### src/rtl/lsfs_pkg.sv
package lsfs_pkg;

   localparam int NUM_LEDS    = 16;
   localparam int START_BYTES = 8;
   localparam int END_BYTES   = 8;

   localparam int LED_BYTES = 4 * NUM_LEDS;
   localparam int POS_MAX   = (LED_BYTES > 64) ? LED_BYTES : 64;
   localparam int POS_W     = $clog2(POS_MAX + 1);
   localparam int ADDR_W    = (NUM_LEDS > 1) ? $clog2(NUM_LEDS) : 1;

   localparam logic [1:0] CMD_SET_ONE   = 2'd0;
   localparam logic [1:0] CMD_SET_ALL   = 2'd1;
   localparam logic [1:0] CMD_XMIT      = 2'd2;
   localparam logic [1:0] CMD_BYTE_SENT = 2'd3;

   localparam logic [1:0] PH_IDLE  = 2'd0;
   localparam logic [1:0] PH_START = 2'd1;
   localparam logic [1:0] PH_LED   = 2'd2;
   localparam logic [1:0] PH_END   = 2'd3;

   typedef struct packed {
      logic [1:0]  cmd;
      logic [3:0]  led_index;
      logic [28:0] color_word;
   } lsfs_req_type;

   typedef struct packed {
      logic [7:0] out_byte;
      logic       frame_last;
   } lsfs_rsp_type;

   typedef struct packed {
      logic       wr_one;
      logic       fill_load;
      logic       fill_en;
      logic       emit;
      logic [1:0] phase;
   } lsfs_dp_cmd_type;

   typedef struct packed {
      logic wrap;
      logic fill_done;
   } lsfs_dp_stat_type;

endpackage

### src/rtl/lsfs_datapath.sv
module lsfs_datapath
   import lsfs_pkg::*;
(
   input  logic             clock,
   input  logic             reset,
   input  lsfs_req_type     req_item,
   input  lsfs_dp_cmd_type  dp_cmd,
   output lsfs_dp_stat_type dp_stat,
   output logic             rsp_strobe,
   output lsfs_rsp_type     rsp_item
);

   logic [28:0]       mem [NUM_LEDS];
   logic [28:0]       rd_data_ff;
   logic [ADDR_W-1:0] rd_addr;
   logic [ADDR_W-1:0] wr_addr;
   logic [28:0]       wr_data;
   logic              mem_we;

   logic [ADDR_W-1:0] fill_cnt_ff, fill_cnt_in;
   logic [28:0]       fill_value_ff, fill_value_in;
   logic [POS_W-1:0]  pos_ff, pos_in;
   logic [POS_W-1:0]  pos_next;
   logic              wrap;
   logic [7:0]        byte_val;
   logic              rsp_strobe_ff, rsp_strobe_in;
   lsfs_rsp_type      rsp_item_ff, rsp_item_in;

   assign rd_addr = pos_ff[ADDR_W+1:2];
   assign mem_we  = dp_cmd.wr_one | dp_cmd.fill_en;
   assign wr_addr = dp_cmd.fill_en ? fill_cnt_ff : ADDR_W'(req_item.led_index);
   assign wr_data = dp_cmd.fill_en ? fill_value_ff : req_item.color_word;

   always_ff @(posedge clock) begin
      if (mem_we) begin
         mem[wr_addr] <= wr_data;
      end
      rd_data_ff <= mem[rd_addr];
   end

   // fill sweep: walk every entry, one per cycle
   always_comb begin
      fill_cnt_in   = fill_cnt_ff;
      fill_value_in = fill_value_ff;
      if (dp_cmd.fill_load) begin
         fill_cnt_in   = '0;
         fill_value_in = req_item.color_word;
      end else if (dp_cmd.fill_en) begin
         fill_cnt_in = fill_cnt_ff + 1'b1;
      end
   end

   assign dp_stat.fill_done = (fill_cnt_ff == ADDR_W'(NUM_LEDS - 1));

   assign pos_next = pos_ff + 1'b1;

   always_comb begin
      case (dp_cmd.phase)
         PH_START: wrap = (pos_next >= POS_W'(START_BYTES));
         PH_LED:   wrap = (pos_next >= POS_W'(LED_BYTES));
         PH_END:   wrap = (pos_next >= POS_W'(END_BYTES));
         default:  wrap = 1'b0;
      endcase
   end

   assign dp_stat.wrap = wrap;

   always_comb begin
      case (dp_cmd.phase)
         PH_LED: begin
            case (pos_ff[1:0])
               2'd0:    byte_val = 8'hE0 | {3'b000, rd_data_ff[28:24]};
               2'd1:    byte_val = rd_data_ff[23:16];
               2'd2:    byte_val = rd_data_ff[7:0];
               default: byte_val = rd_data_ff[15:8];
            endcase
         end
         PH_END:  byte_val = 8'hFF;
         default: byte_val = 8'h00;
      endcase
   end

   always_comb begin
      pos_in                 = pos_ff;
      rsp_strobe_in          = 1'b0;
      rsp_item_in            = rsp_item_ff;
      if (dp_cmd.emit) begin
         pos_in                 = wrap ? '0 : pos_next;
         rsp_strobe_in          = 1'b1;
         rsp_item_in.out_byte   = byte_val;
         rsp_item_in.frame_last = wrap && (dp_cmd.phase == PH_END);
      end
   end

   always_ff @(posedge clock) begin
      if (reset) begin
         fill_cnt_ff   <= '0;
         fill_value_ff <= '0;
         pos_ff        <= '0;
         rsp_strobe_ff <= 1'b0;
      end else begin
         fill_cnt_ff   <= fill_cnt_in;
         fill_value_ff <= fill_value_in;
         pos_ff        <= pos_in;
         rsp_strobe_ff <= rsp_strobe_in;
      end
      rsp_item_ff <= rsp_item_in;
   end

   assign rsp_strobe = rsp_strobe_ff;
   assign rsp_item   = rsp_item_ff;

endmodule

### src/rtl/lsfs_ctrl.sv
module lsfs_ctrl
   import lsfs_pkg::*;
(
   input  logic             clock,
   input  logic             reset,
   input  logic             start,
   input  lsfs_req_type     req_item,
   input  lsfs_dp_stat_type dp_stat,
   output logic             busy,
   output lsfs_dp_cmd_type  dp_cmd
);

   localparam logic [1:0] ST_IDLE = 2'd0;
   localparam logic [1:0] ST_FILL = 2'd1;
   localparam logic [1:0] ST_EMIT = 2'd2;

   logic [1:0] state_ff, state_in;
   logic [1:0] phase_ff, phase_in;
   logic       pending_ff, pending_in;
   logic       accept;
   logic       idx_ok;

   assign accept = start && (state_ff == ST_IDLE);
   assign idx_ok = (32'(req_item.led_index) < NUM_LEDS);
   assign busy   = (state_ff != ST_IDLE);

   always_comb begin
      state_in         = state_ff;
      phase_in         = phase_ff;
      pending_in       = pending_ff;
      dp_cmd.wr_one    = 1'b0;
      dp_cmd.fill_load = 1'b0;
      dp_cmd.fill_en   = 1'b0;
      dp_cmd.emit      = 1'b0;
      dp_cmd.phase     = phase_ff;
      case (state_ff)
         ST_IDLE: begin
            if (accept) begin
               case (req_item.cmd)
                  CMD_SET_ONE: dp_cmd.wr_one = idx_ok;
                  CMD_SET_ALL: begin
                     dp_cmd.fill_load = 1'b1;
                     state_in         = ST_FILL;
                  end
                  CMD_XMIT: begin
                     if (phase_ff == PH_IDLE) begin
                        phase_in = PH_START;
                        state_in = ST_EMIT;
                     end else begin
                        pending_in = 1'b1;
                     end
                  end
                  default: begin
                     if (phase_ff != PH_IDLE) begin
                        state_in = ST_EMIT;
                     end
                  end
               endcase
            end
         end
         ST_FILL: begin
            dp_cmd.fill_en = 1'b1;
            if (dp_stat.fill_done) begin
               state_in = ST_IDLE;
            end
         end
         ST_EMIT: begin
            dp_cmd.emit = 1'b1;
            state_in    = ST_IDLE;
            if (dp_stat.wrap) begin
               case (phase_ff)
                  PH_START: phase_in = PH_LED;
                  PH_LED:   phase_in = PH_END;
                  PH_END: begin
                     if (pending_ff) begin
                        phase_in   = PH_START;
                        pending_in = 1'b0;
                     end else begin
                        phase_in = PH_IDLE;
                     end
                  end
                  default: phase_in = PH_IDLE;
               endcase
            end
         end
         default: state_in = ST_IDLE;
      endcase
   end

   always_ff @(posedge clock) begin
      if (reset) begin
         state_ff   <= ST_FILL;
         phase_ff   <= PH_IDLE;
         pending_ff <= 1'b0;
      end else begin
         state_ff   <= state_in;
         phase_ff   <= phase_in;
         pending_ff <= pending_in;
      end
   end

endmodule

### src/rtl/led_strip_frame_serializer.sv
// Byte commands (transmit request, byte sent): busy through the emit state, result registered
// and strobed after it; a new transaction is taken once busy falls.
// Set-one, request-while-busy and idle byte-sent: no busy time. Set-all: busy during the fill.
// Reset (synchronous, active high) clears control state and then sweeps zeros into the
// whole table with busy high.
// Results are strobed for one cycle; the receiver cannot stall them.
module led_strip_frame_serializer
   import lsfs_pkg::*;
(
   input  logic         clock,
   input  logic         reset,
   input  logic         start,
   output logic         busy,
   input  lsfs_req_type req_item,
   output logic         rsp_strobe,
   output lsfs_rsp_type rsp_item
);

   // Controller owns the sequencing state, the frame phase and the
   // pending-repeat flag; the datapath owns the color table, the byte
   // position counter, the fill sweep and the result register.
   lsfs_dp_cmd_type  dp_cmd;
   lsfs_dp_stat_type dp_stat;

   // Decode accepted transactions, sequence fill and emit cycles,
   // advance the frame phase when the position wraps.
   lsfs_ctrl u_ctrl (
      .clock    (clock),
      .reset    (reset),
      .start    (start),
      .req_item (req_item),
      .dp_stat  (dp_stat),
      .busy     (busy),
      .dp_cmd   (dp_cmd)
   );

   // Table read is registered: the entry for the current LED is captured
   // at the accepting edge, formatted in the emit cycle, then registered
   // onto the result ports.
   lsfs_datapath u_datapath (
      .clock      (clock),
      .reset      (reset),
      .req_item   (req_item),
      .dp_cmd     (dp_cmd),
      .dp_stat    (dp_stat),
      .rsp_strobe (rsp_strobe),
      .rsp_item   (rsp_item)
   );

endmodule
### config.mk
export PLATFORM = sky130hd
export DESIGN_NAME = led_strip_frame_serializer
export DESIGN_NICKNAME = d
export VERILOG_FILES = /design/src/rtl/lsfs_pkg.sv /design/src/rtl/lsfs_datapath.sv /design/src/rtl/lsfs_ctrl.sv /design/src/rtl/led_strip_frame_serializer.sv
export SDC_FILE = /design/constraint.sdc
export NUM_CORES = 1
export LEC_CHECK = 0
export ABC_AREA = 1
export BUFFER_PORTS_ARGS = -buffer_cell sky130_fd_sc_hd__buf_2
export CAP_MARGIN = 20
export CORE_MARGIN = 2
export CORE_UTILIZATION = 48
export DETAILED_ROUTE_END_ITERATION = 16
export GPL_TIMING_DRIVEN = 0
export PLACE_DENSITY = 0.61
export SLEW_MARGIN = 20
export SYNTH_ARGS = -nofsm -noshare
export SYNTH_HDL_FRONTEND = slang
export SYNTH_SLANG_ARGS = --single-unit
export TNS_END_PERCENT = 1
### constraint.sdc
create_clock -name clock -period 5 [get_ports clock]
set_input_delay 1 -clock clock [delete_from_list [all_inputs] [get_ports clock]]
set_output_delay 1 -clock clock [all_outputs]
set_load 0.02 [all_outputs]
# --- After elaboration in Yosys (flattened, before gate mapping) ---
# Memories as Yosys holds them, arrays and structs flattened. A register that Yosys moved wholly into a read port is not among the register bits.
# Index checks and enable logic that the tools add are counted.
totals:
  n_memories: 1
  reg_bits: 55
  out_inout_bits: 11
  ram_bits: 464
  inputBits: 38
  wordCells: 83
memory_table:
  columns: ["name", "words", "width", "read_ports", "rd_clocked_by_memory_dff", "wr", "line", "rtl"]
  rows:
  - ["u_datapath.mem", 16, 29, 1, 1, 1, "lsfs_datapath.sv:13", "logic [28:0] mem [NUM_LEDS];"]
op_classes:
  n_eq_ne: 20
  n_reduce_logical: 14
  order_cmp: 2
  n_addsub: 2
  bitwise: 1
  n_mux: 34
ops:
  columns: ["cell", "n"]
  rows:
  - ["two-way mux 29 bit", 1]
  - ["one-hot mux 8 bit (3 select lines)", 1]
  - ["two-way mux 2 bit", 10]
  - ["one-hot mux 8 bit (2 select lines)", 1]
  - ["two-way mux 1 bit", 13]
  - ["one-hot mux 2 bit (3 select lines)", 2]
  - ["== test 2 bit, second input constant", 5]
  - ["!= test 2 bit, second input constant", 5]
  - ["AND reduction 5 bit", 2]
  - ["== test 2 x 1 -> 1 bit, second input constant", 4]
  - ["zero test 2 bit", 4]
  - ["one-hot mux 2 bit (2 select lines)", 2]
  - ["adder 7 x 1 -> 7 bit, second input constant", 1]
  - ["greater-or-equal comparator 7 x 4 -> 1 bit, second input constant", 1]
  - ["greater-or-equal comparator 7 bit, second input constant", 1]
  - ["two-way mux 7 bit", 1]
  - ["!= test 2 x 1 -> 1 bit, second input constant", 3]
  - ["AND reduction 6 bit", 1]
  - ["nonzero test 2 bit", 3]
  - ["adder 4 x 1 -> 4 bit, second input constant", 1]
  - ["== test 4 bit, second input constant", 1]
  - ["two-way mux 4 bit", 1]
  - ["!= test 4 bit, second input constant", 1]
  - ["one-hot mux 1 bit (2 select lines)", 2]
  - ["4 further kinds", 6]

# --- Logic depth before layout (Yosys ltp) ---
# Gate-level depths: netlist of the first run.
depth:
  word_depth: 7
  ltp_mapped: 13
  mapped_depth_nobuf: 12

# --- Hierarchy ---
# A second synthesis of the first run with hierarchy kept.
unflattened:
  cells_unflattened: 1918
  area_unflattened_um2: 22207.5
modules_own_cells:
  columns: ["mod", "seq_area_each_um2", "cells_each", "area_each_um2", "n_inst"]
  rows:
  - ["lsfs_datapath", 15605.0, 1853, 21770.9, 1]
  - ["lsfs_ctrl", 100.1, 65, 436.7, 1]

# --- Worst setup path before layout of the first run ---
# OpenSTA, ideal clock, no wires.
synth_timing:
  kind: "input to register"
  startpoint: "in req_item[33] (netlist name)"
  endpoint: "mem u_datapath.mem[0][0] (enable)"
  path_buffers: 0
  path_stages: 6
  required_ns: 4.585
  setup_slack_ns: 1.682
  setup_time_ns: 0.415
  t_arrival_ns: 2.903
  cell_sequence: "inv_1 > ha_1 > nand2_1 > a21oi_1 > nand3_1 > nor2_1"
synth_between:
  elab_chain_len: 7
synth_rtl:
  columns: ["item", "line", "rtl"]
  rows:
  - ["from (decl)", "led_strip_frame_serializer.sv:14", "input lsfs_req_type req_item,"]
  - ["zero test 2 bit", "lsfs_ctrl.sv:39", "case (req_item.cmd)"]
  - ["two-way mux 1 bit", "lsfs_ctrl.sv:39", null]
  - ["two-way mux 2 bit", "lsfs_ctrl.sv:38", "if (accept) begin"]
  - ["two-way mux 2 bit", "lsfs_ctrl.sv:36", "case (state_ff)"]
  - ["OR 1 bit", "lsfs_datapath.sv:30", "assign mem_we = dp_cmd.wr_one | dp_cmd.fill_en;"]
  - ["two-way mux 1 bit", "lsfs_datapath.sv:35", "if (mem_we) begin"]
  - ["two-way mux 1 bit (implied by the code)", "lsfs_datapath.sv:36", "mem[wr_addr] <= wr_data;"]
  - ["to (decl)", "lsfs_datapath.sv:13", null]
# No other way between the ends.

# --- Final worst setup path of the first run ---
layout_timing:
  startpoint: "reg u_ctrl.state_ff[0]"
  endpoint: "mem u_datapath.mem[4][16] (enable)"
layout_between:
  elab_chain_len: 7
  elab_cells_between_ends: 10
  cone_classes: "eq/ne (1); mux (6); bitwise (1); reduce/logical (2)"
layout_rtl:
  columns: ["item", "line", "rtl"]
  rows:
  - ["from (decl)", "lsfs_ctrl.sv:17", "logic [1:0] state_ff, state_in;"]
  - ["from (signal assigned)", "lsfs_ctrl.sv:96", "state_ff <= state_in;"]
  - ["zero test 2 bit", "lsfs_ctrl.sv:23, lsfs_ctrl.sv:36", null]
  - ["logical AND 1 bit", "lsfs_ctrl.sv:23", "assign accept = start && (state_ff == ST_IDLE);"]
  - ["two-way mux 2 bit", "lsfs_ctrl.sv:38", null]
  - ["two-way mux 2 bit", "lsfs_ctrl.sv:36", null]
  - ["OR 1 bit", "lsfs_datapath.sv:30", null]
  - ["two-way mux 1 bit", "lsfs_datapath.sv:35", null]
  - ["two-way mux 1 bit (implied by the code)", "lsfs_datapath.sv:36", null]
# Parallel ways exist; a longest one is shown, timed or not.

==> results of run 1 <==
[final timing paths]
| kind | from | end | slack (ns) | depth (start not counted) |
|---|---|---|---|---|
| min reg2reg | u_datapath.fill_value_ff[3] | u_datapath.fill_value_ff[3] | 0.45 | 2 |
| max reg2reg | u_ctrl.state_ff[0] | u_datapath.mem[4][16] | 2.16 | 8 |
| max | u_ctrl.state_ff[0] | u_datapath.mem[4][16] | 2.16 | 8 |
| min | u_datapath.fill_value_ff[3] | u_datapath.fill_value_ff[3] | 0.45 | 2 |
[registers in the layout, summed over array words and instances, names as in the netlist]
signal / count
u_ctrl.pending_ff: 1
u_datapath.rd_data_ff: 29
u_datapath.rsp_strobe: 1
u_ctrl.state_ff: 2
u_datapath.fill_value_ff: 29
u_datapath.pos_ff: 7
u_ctrl.phase_ff: 2
u_datapath.mem: 464
u_datapath.fill_cnt_ff: 4
u_datapath.rsp_item: 9
[Yosys cell counts (46+ instances only)]
master	number
inv_1	58
nor2_1	267
edfxtp_1	473
clkbuf_1	93
nand2_1	145
o21ai_0	287
nand3_1	65
dfxtp_1	75
o22ai_1	70
a21oi_1	57
o221ai_1	46
[through the flow]
stage          cell area, um^2  util (%)  worst slack (ns)
5_1_grt                  25080     56.97             1.952
3_3_place_gp             22330     50.72           -0.1776
2_1_floorplan            21360         -             1.682
6_report                 25080     56.97             2.159
3_5_place_dp             23190     52.67             1.627
4_1_cts                  25080     56.97             2.188
[per-layer routing]
layer | vias up | track usage, %
li1 | 6606 | -
met4 | 2 | 10.53
met2 | 736 | 42.89
met5 | - | 0
met1 | 7309 | 38.54
met3 | 116 | 5.534
[layout make-up]
type,count,area (um^2)
multi-input combinational,1001,5175
buffer,113,461.7
inverter,62,232.7
tap,592,740.7
clock buffer,73,1577
fill,3576,18950
sequential,548,15710
timing repair buffer,87,874.6
clock inverter,30,316.6
[cells by family after synthesis]
kind of cell	count (synthesis)	synth area share, %
AO/OA/AOI/OAI	490	12.91
XOR/XNOR	3	0.1231
adder cells (fa/ha/maj)	13	0.7617
buffers and inverters	175	3.246
flip-flops	548	73.54
AND/OR/NAND/NOR	495	9.415
[worst max-delay path: stages, from the launching register on]
cell	delay, ns
dfxtp_1	0.38
inv_2	0.05
nor2_1	0.17
buf_2	0.24
nand2_1	0.06
o21ai_0	0.20
nand3_1	0.46
nor2_4	0.67
buf_12	0.27
[where the power goes]
part	total, W	internal, W	switching, W
Sequential	0.00506	0.00503	0.0000305
Clock	0.00431	0.00256	0.00175
Combinational	0.000252	0.0000767	0.000176
==> results.cfg, run 1 <==
[floorplan]
rows = 77
start_util_pct = 48.50
dieArea_um2 = 46190
die_height_um = 214.9
ios = 49
core_um2 = 44030
die_w_um = 214.9

[logic_synthesis]
ys_ff_latch = 548
syn-cell-area_um2 = 21360
synth_top_area_share_pct = 66.51
synthTopCellsByArea = edfxtp_1 (67%), dfxtp_1 (7.0%), o21ai_0 (6.7%)
ys_seq_area_share_pct = 73.54
synth-edff-count = 473
syn_area_per_cell_um2 = 12.39
synth_area_leader_cell = edfxtp_1
synth_warnings = 0
synthCells = 1724
ys_types = 31
async_reset_ff_share_pct = 0
synth-main-ff-cell = edfxtp_1
syn_nets = 1775

[flow_run]
max_cap_viol_count = 0

[clock_tree]
htreeDepth = 2
cts_resized = 0
clk_pin_slew_ns = 0.06
post-cts-setup-buffers = 0
cts_root_buf = clkbuf_16
clk_path_buf_depth = 3
clkLatencyLatePin_ns = 0.61
cts_tree = yes
cts_made_buffers = 57
holdBufCountCts = 0
cts.sinks = 548

[power]
power_w = 0.009621
vdd_drop_max_uv = 279.2
leakage_nw = 8.579
cellPowerDensity_nw_per_um2 = 383.6

[detailed_routing]
vias = 14770
initialDrtViolationCount = 1856
ant_nets = 0
met3_wirelength_um = 5846
routed.top_layer = met5
drtPass1Iterations = 7
drt-vias-per-instance = 5.893
drt-total-wl_um = 63570
drc_errors = 0
wl_met1_um = 26010
met2_length_um = 29380
wire_per_inst_um = 25.37

[cells_and_area]
final_cell_mix = edfxtp_1 (473), o21ai_0 (258), nor2_1 (251)
layout.nets = 1921
areaGrowthSynthToFinish_pct = 17.45
diodes = 0
drive_gt1_share_pct = 12.70
stdcell_count = 2506
mostFrequentLayoutCell = edfxtp_1

[sta]
finalCriticalPeriod_ns = 2.841
rsz0062_at_grt = false
relSlewSlack_pct = 38.10
period_share_pct = 56.82
worst_clock_skew_ns = 0.01812
worstMarginPinSlew_ns = 0.9285
hold_ws_ns = 0.4545
setup_viol = 0
fin_setup_tns_ns = 0
hold_violations = 0
drv_slew = 0
fmax_mhz = 352.0

[worst_setup_path]
critical_path_class = reg -> reg
worstPathMaxFanout = 18
arrival_ns = 3.14
startpoint_type = flip-flop
end_kind = flip-flop
cp.required_ns = 5.30

[grt]
grt_pass1_wl_um = 93410
antenna_found_initial = 3
grt_pass1_vias = 14470
grt_max_degree = 24
gr-usage-all-layers_pct = 27.58
overflow = 0

[place]
portBuffers = 47
place_hpwl_um = 42060
dp_cells = 2403
gp_congestion = 0.8559

[worst_hold_path]
hold_path.class = reg -> reg

[status]
outcome = finished, final reports clean
(Power assumes the default switching activity.)
==> run 2, diff against run 1 <==
Clock period 5 ns to 2.75 ns, I/O delays scaled along.
==> run 2 against run 1 <==
Core utilization increased by 0.080 points. Cell area increased by 0.14%. Clock-buffer cell count unchanged. Non-clock buffer count increased by 2. Largest power group unchanged. Critical path depth decreased by 1. Sequential share of layout area decreased by 0.087 points.
==> results.cfg, run 2 (synthesized netlist as in run 1, its figures left out) <==
[power]
cellPowerDensity_nw_per_um2 = 696.9
power_w = 0.01751
leakage_nw = 8.597
vdd_drop_max_uv = 508.5

[clock_tree]
cts_tree = yes
htreeDepth = 2
cts_made_buffers = 57
cts_root_buf = clkbuf_16
clkLatencyLatePin_ns = 0.61
clk_path_buf_depth = 3
cts.sinks = 548
clk_pin_slew_ns = 0.06

[floorplan]
core_um2 = 44030
die_w_um = 214.9
ios = 49
dieArea_um2 = 46190
start_util_pct = 48.50
die_height_um = 214.9
rows = 77

[detailed_routing]
routed.top_layer = met4
drt-vias-per-instance = 5.905
wl_met1_um = 26280
met3_wirelength_um = 5736
drtPass1Iterations = 5
met2_length_um = 29520
drt-total-wl_um = 63740
drc_errors = 0
initialDrtViolationCount = 1759
ant_nets = 0
vias = 14810
wire_per_inst_um = 25.41

[sta]
hold_violations = 0
setup_viol = 0
relSlewSlack_pct = 37.92
setup_ws_ns = 0.06503
worstMarginPinSlew_ns = 0.9312
finalCriticalPeriod_ns = 2.685
hold_ws_ns = 0.2337
worst_clock_skew_ns = 0.01948
fin_setup_tns_ns = 0
period_share_pct = 97.64
fmax_mhz = 372.4
drv_slew = 0
rsz0062_at_grt = true

[place]
gp_congestion = 0.8559
place_hpwl_um = 42060
pre_cts_slack_ns = -0.1729
portBuffers = 47

[worst_setup_path]
cp_slowest_cell = nor2_4
worstPathMaxFanout = 17
max_stage_delay_ns = 0.61
startpoint_type = flip-flop
arrival_ns = 2.98
critical_path.top_delay_family = simple AND/OR/NAND/NOR gates
critical_path_class = reg -> reg
end_kind = flip-flop
path_cells = inv_2 -> nor2_1 -> buf_2 -> o21ai_1 -> nand3b_1 -> nor2_4 -> buf_12
cp.required_ns = 3.05
critPathBufInv = 3

[cells_and_area]
layout.nets = 1923
reg_top3 = u_datapath.mem: 464 flops, u_datapath.fill_value_ff: 29 flops, u_datapath.rd_data_ff: 29 flops
fillers = 3572
final_cell_mix = edfxtp_1 (473), o21ai_0 (257), nor2_1 (251)
diodes = 0
utilization_pct = 57.05
areaGrowthSynthToFinish_pct = 17.62
largest_register_ffs = 464
regMostFlops = u_datapath.mem
mostFrequentLayoutCell = edfxtp_1
drive_gt1_share_pct = 12.89

[worst_hold_path]
hold_path.class = in -> reg

[grt]
grt_pass1_vias = 14480
grt_pass1_wl_um = 93430
overflow = 0
gr-usage-all-layers_pct = 27.60
antenna_found_initial = 2
grt_max_degree = 24

[status]
outcome = finished, final reports clean

[flow_run]
max_cap_viol_count = 0
-- run 2: through the flow --
stage                     std cells  instance area (um^2)
after detailed placement       2403                 23190
final                          2508                 25120
after global routing           2508                 25120
after CTS                      2507                 25110
after global placement         2363                 22330
after floorplan                1724                 21360
-- run 2: report_power, final --
group | total (W) | internal, W | switching (W)
logic | 0.000465 | 0.000143 | 0.000322
registers | 0.00920 | 0.00914 | 0.0000559
clock network | 0.00784 | 0.00466 | 0.00318
total | 0.0175 | 0.0139 | 0.00356
-- run 2: metal layers --
layer | vias up | GRT usage, %
met5 | - | 0
met4 | 0 | 10.07
met3 | 114 | 5.308
met2 | 731 | 43.15
met1 | 7359 | 38.71
li1 | 6605 | -
-- run 2: cell type report --
class / instances / area [um^2] / area share, %
inverter: 62 / 232.7 / 0.9265
clock inverter: 30 / 316.6 / 1.260
clock buffer: 73 / 1577 / 6.276
tap: 592 / 740.7 / 2.949
multi-input combinational: 1001 / 5182 / 20.63
timing repair buffer: 89 / 902.1 / 3.592
buffer: 113 / 461.7 / 1.838
sequential: 548 / 15710 / 62.53
-- run 2: final timing paths --
kind / start / to / slack (ns) / cells past startpoint
max reg2reg: u_ctrl.state_ff[0] / u_datapath.mem[7][10] / 0.07 / 7
min reg2reg: u_datapath.fill_value_ff[3] / u_datapath.fill_value_ff[3] / 0.46 / 2
max: u_ctrl.state_ff[0] / u_datapath.mem[7][10] / 0.07 / 7
min: req_item[19] / u_datapath.fill_value_ff[19] / 0.23 / 3
-- run 2: what timing repair did --
item,4_1_cts,5_1_grt
buffers inserted,1,1
pin swaps,1,3
hold buffers,0,0
endpoints found under the setup margin,35,161
resized for setup,1,2
cloned,0,0
-- run 2: worst min-delay path: stages --
cell and delay (ns):
buf_2 0.09, o21ai_0 0.07, a21oi_1 0.10
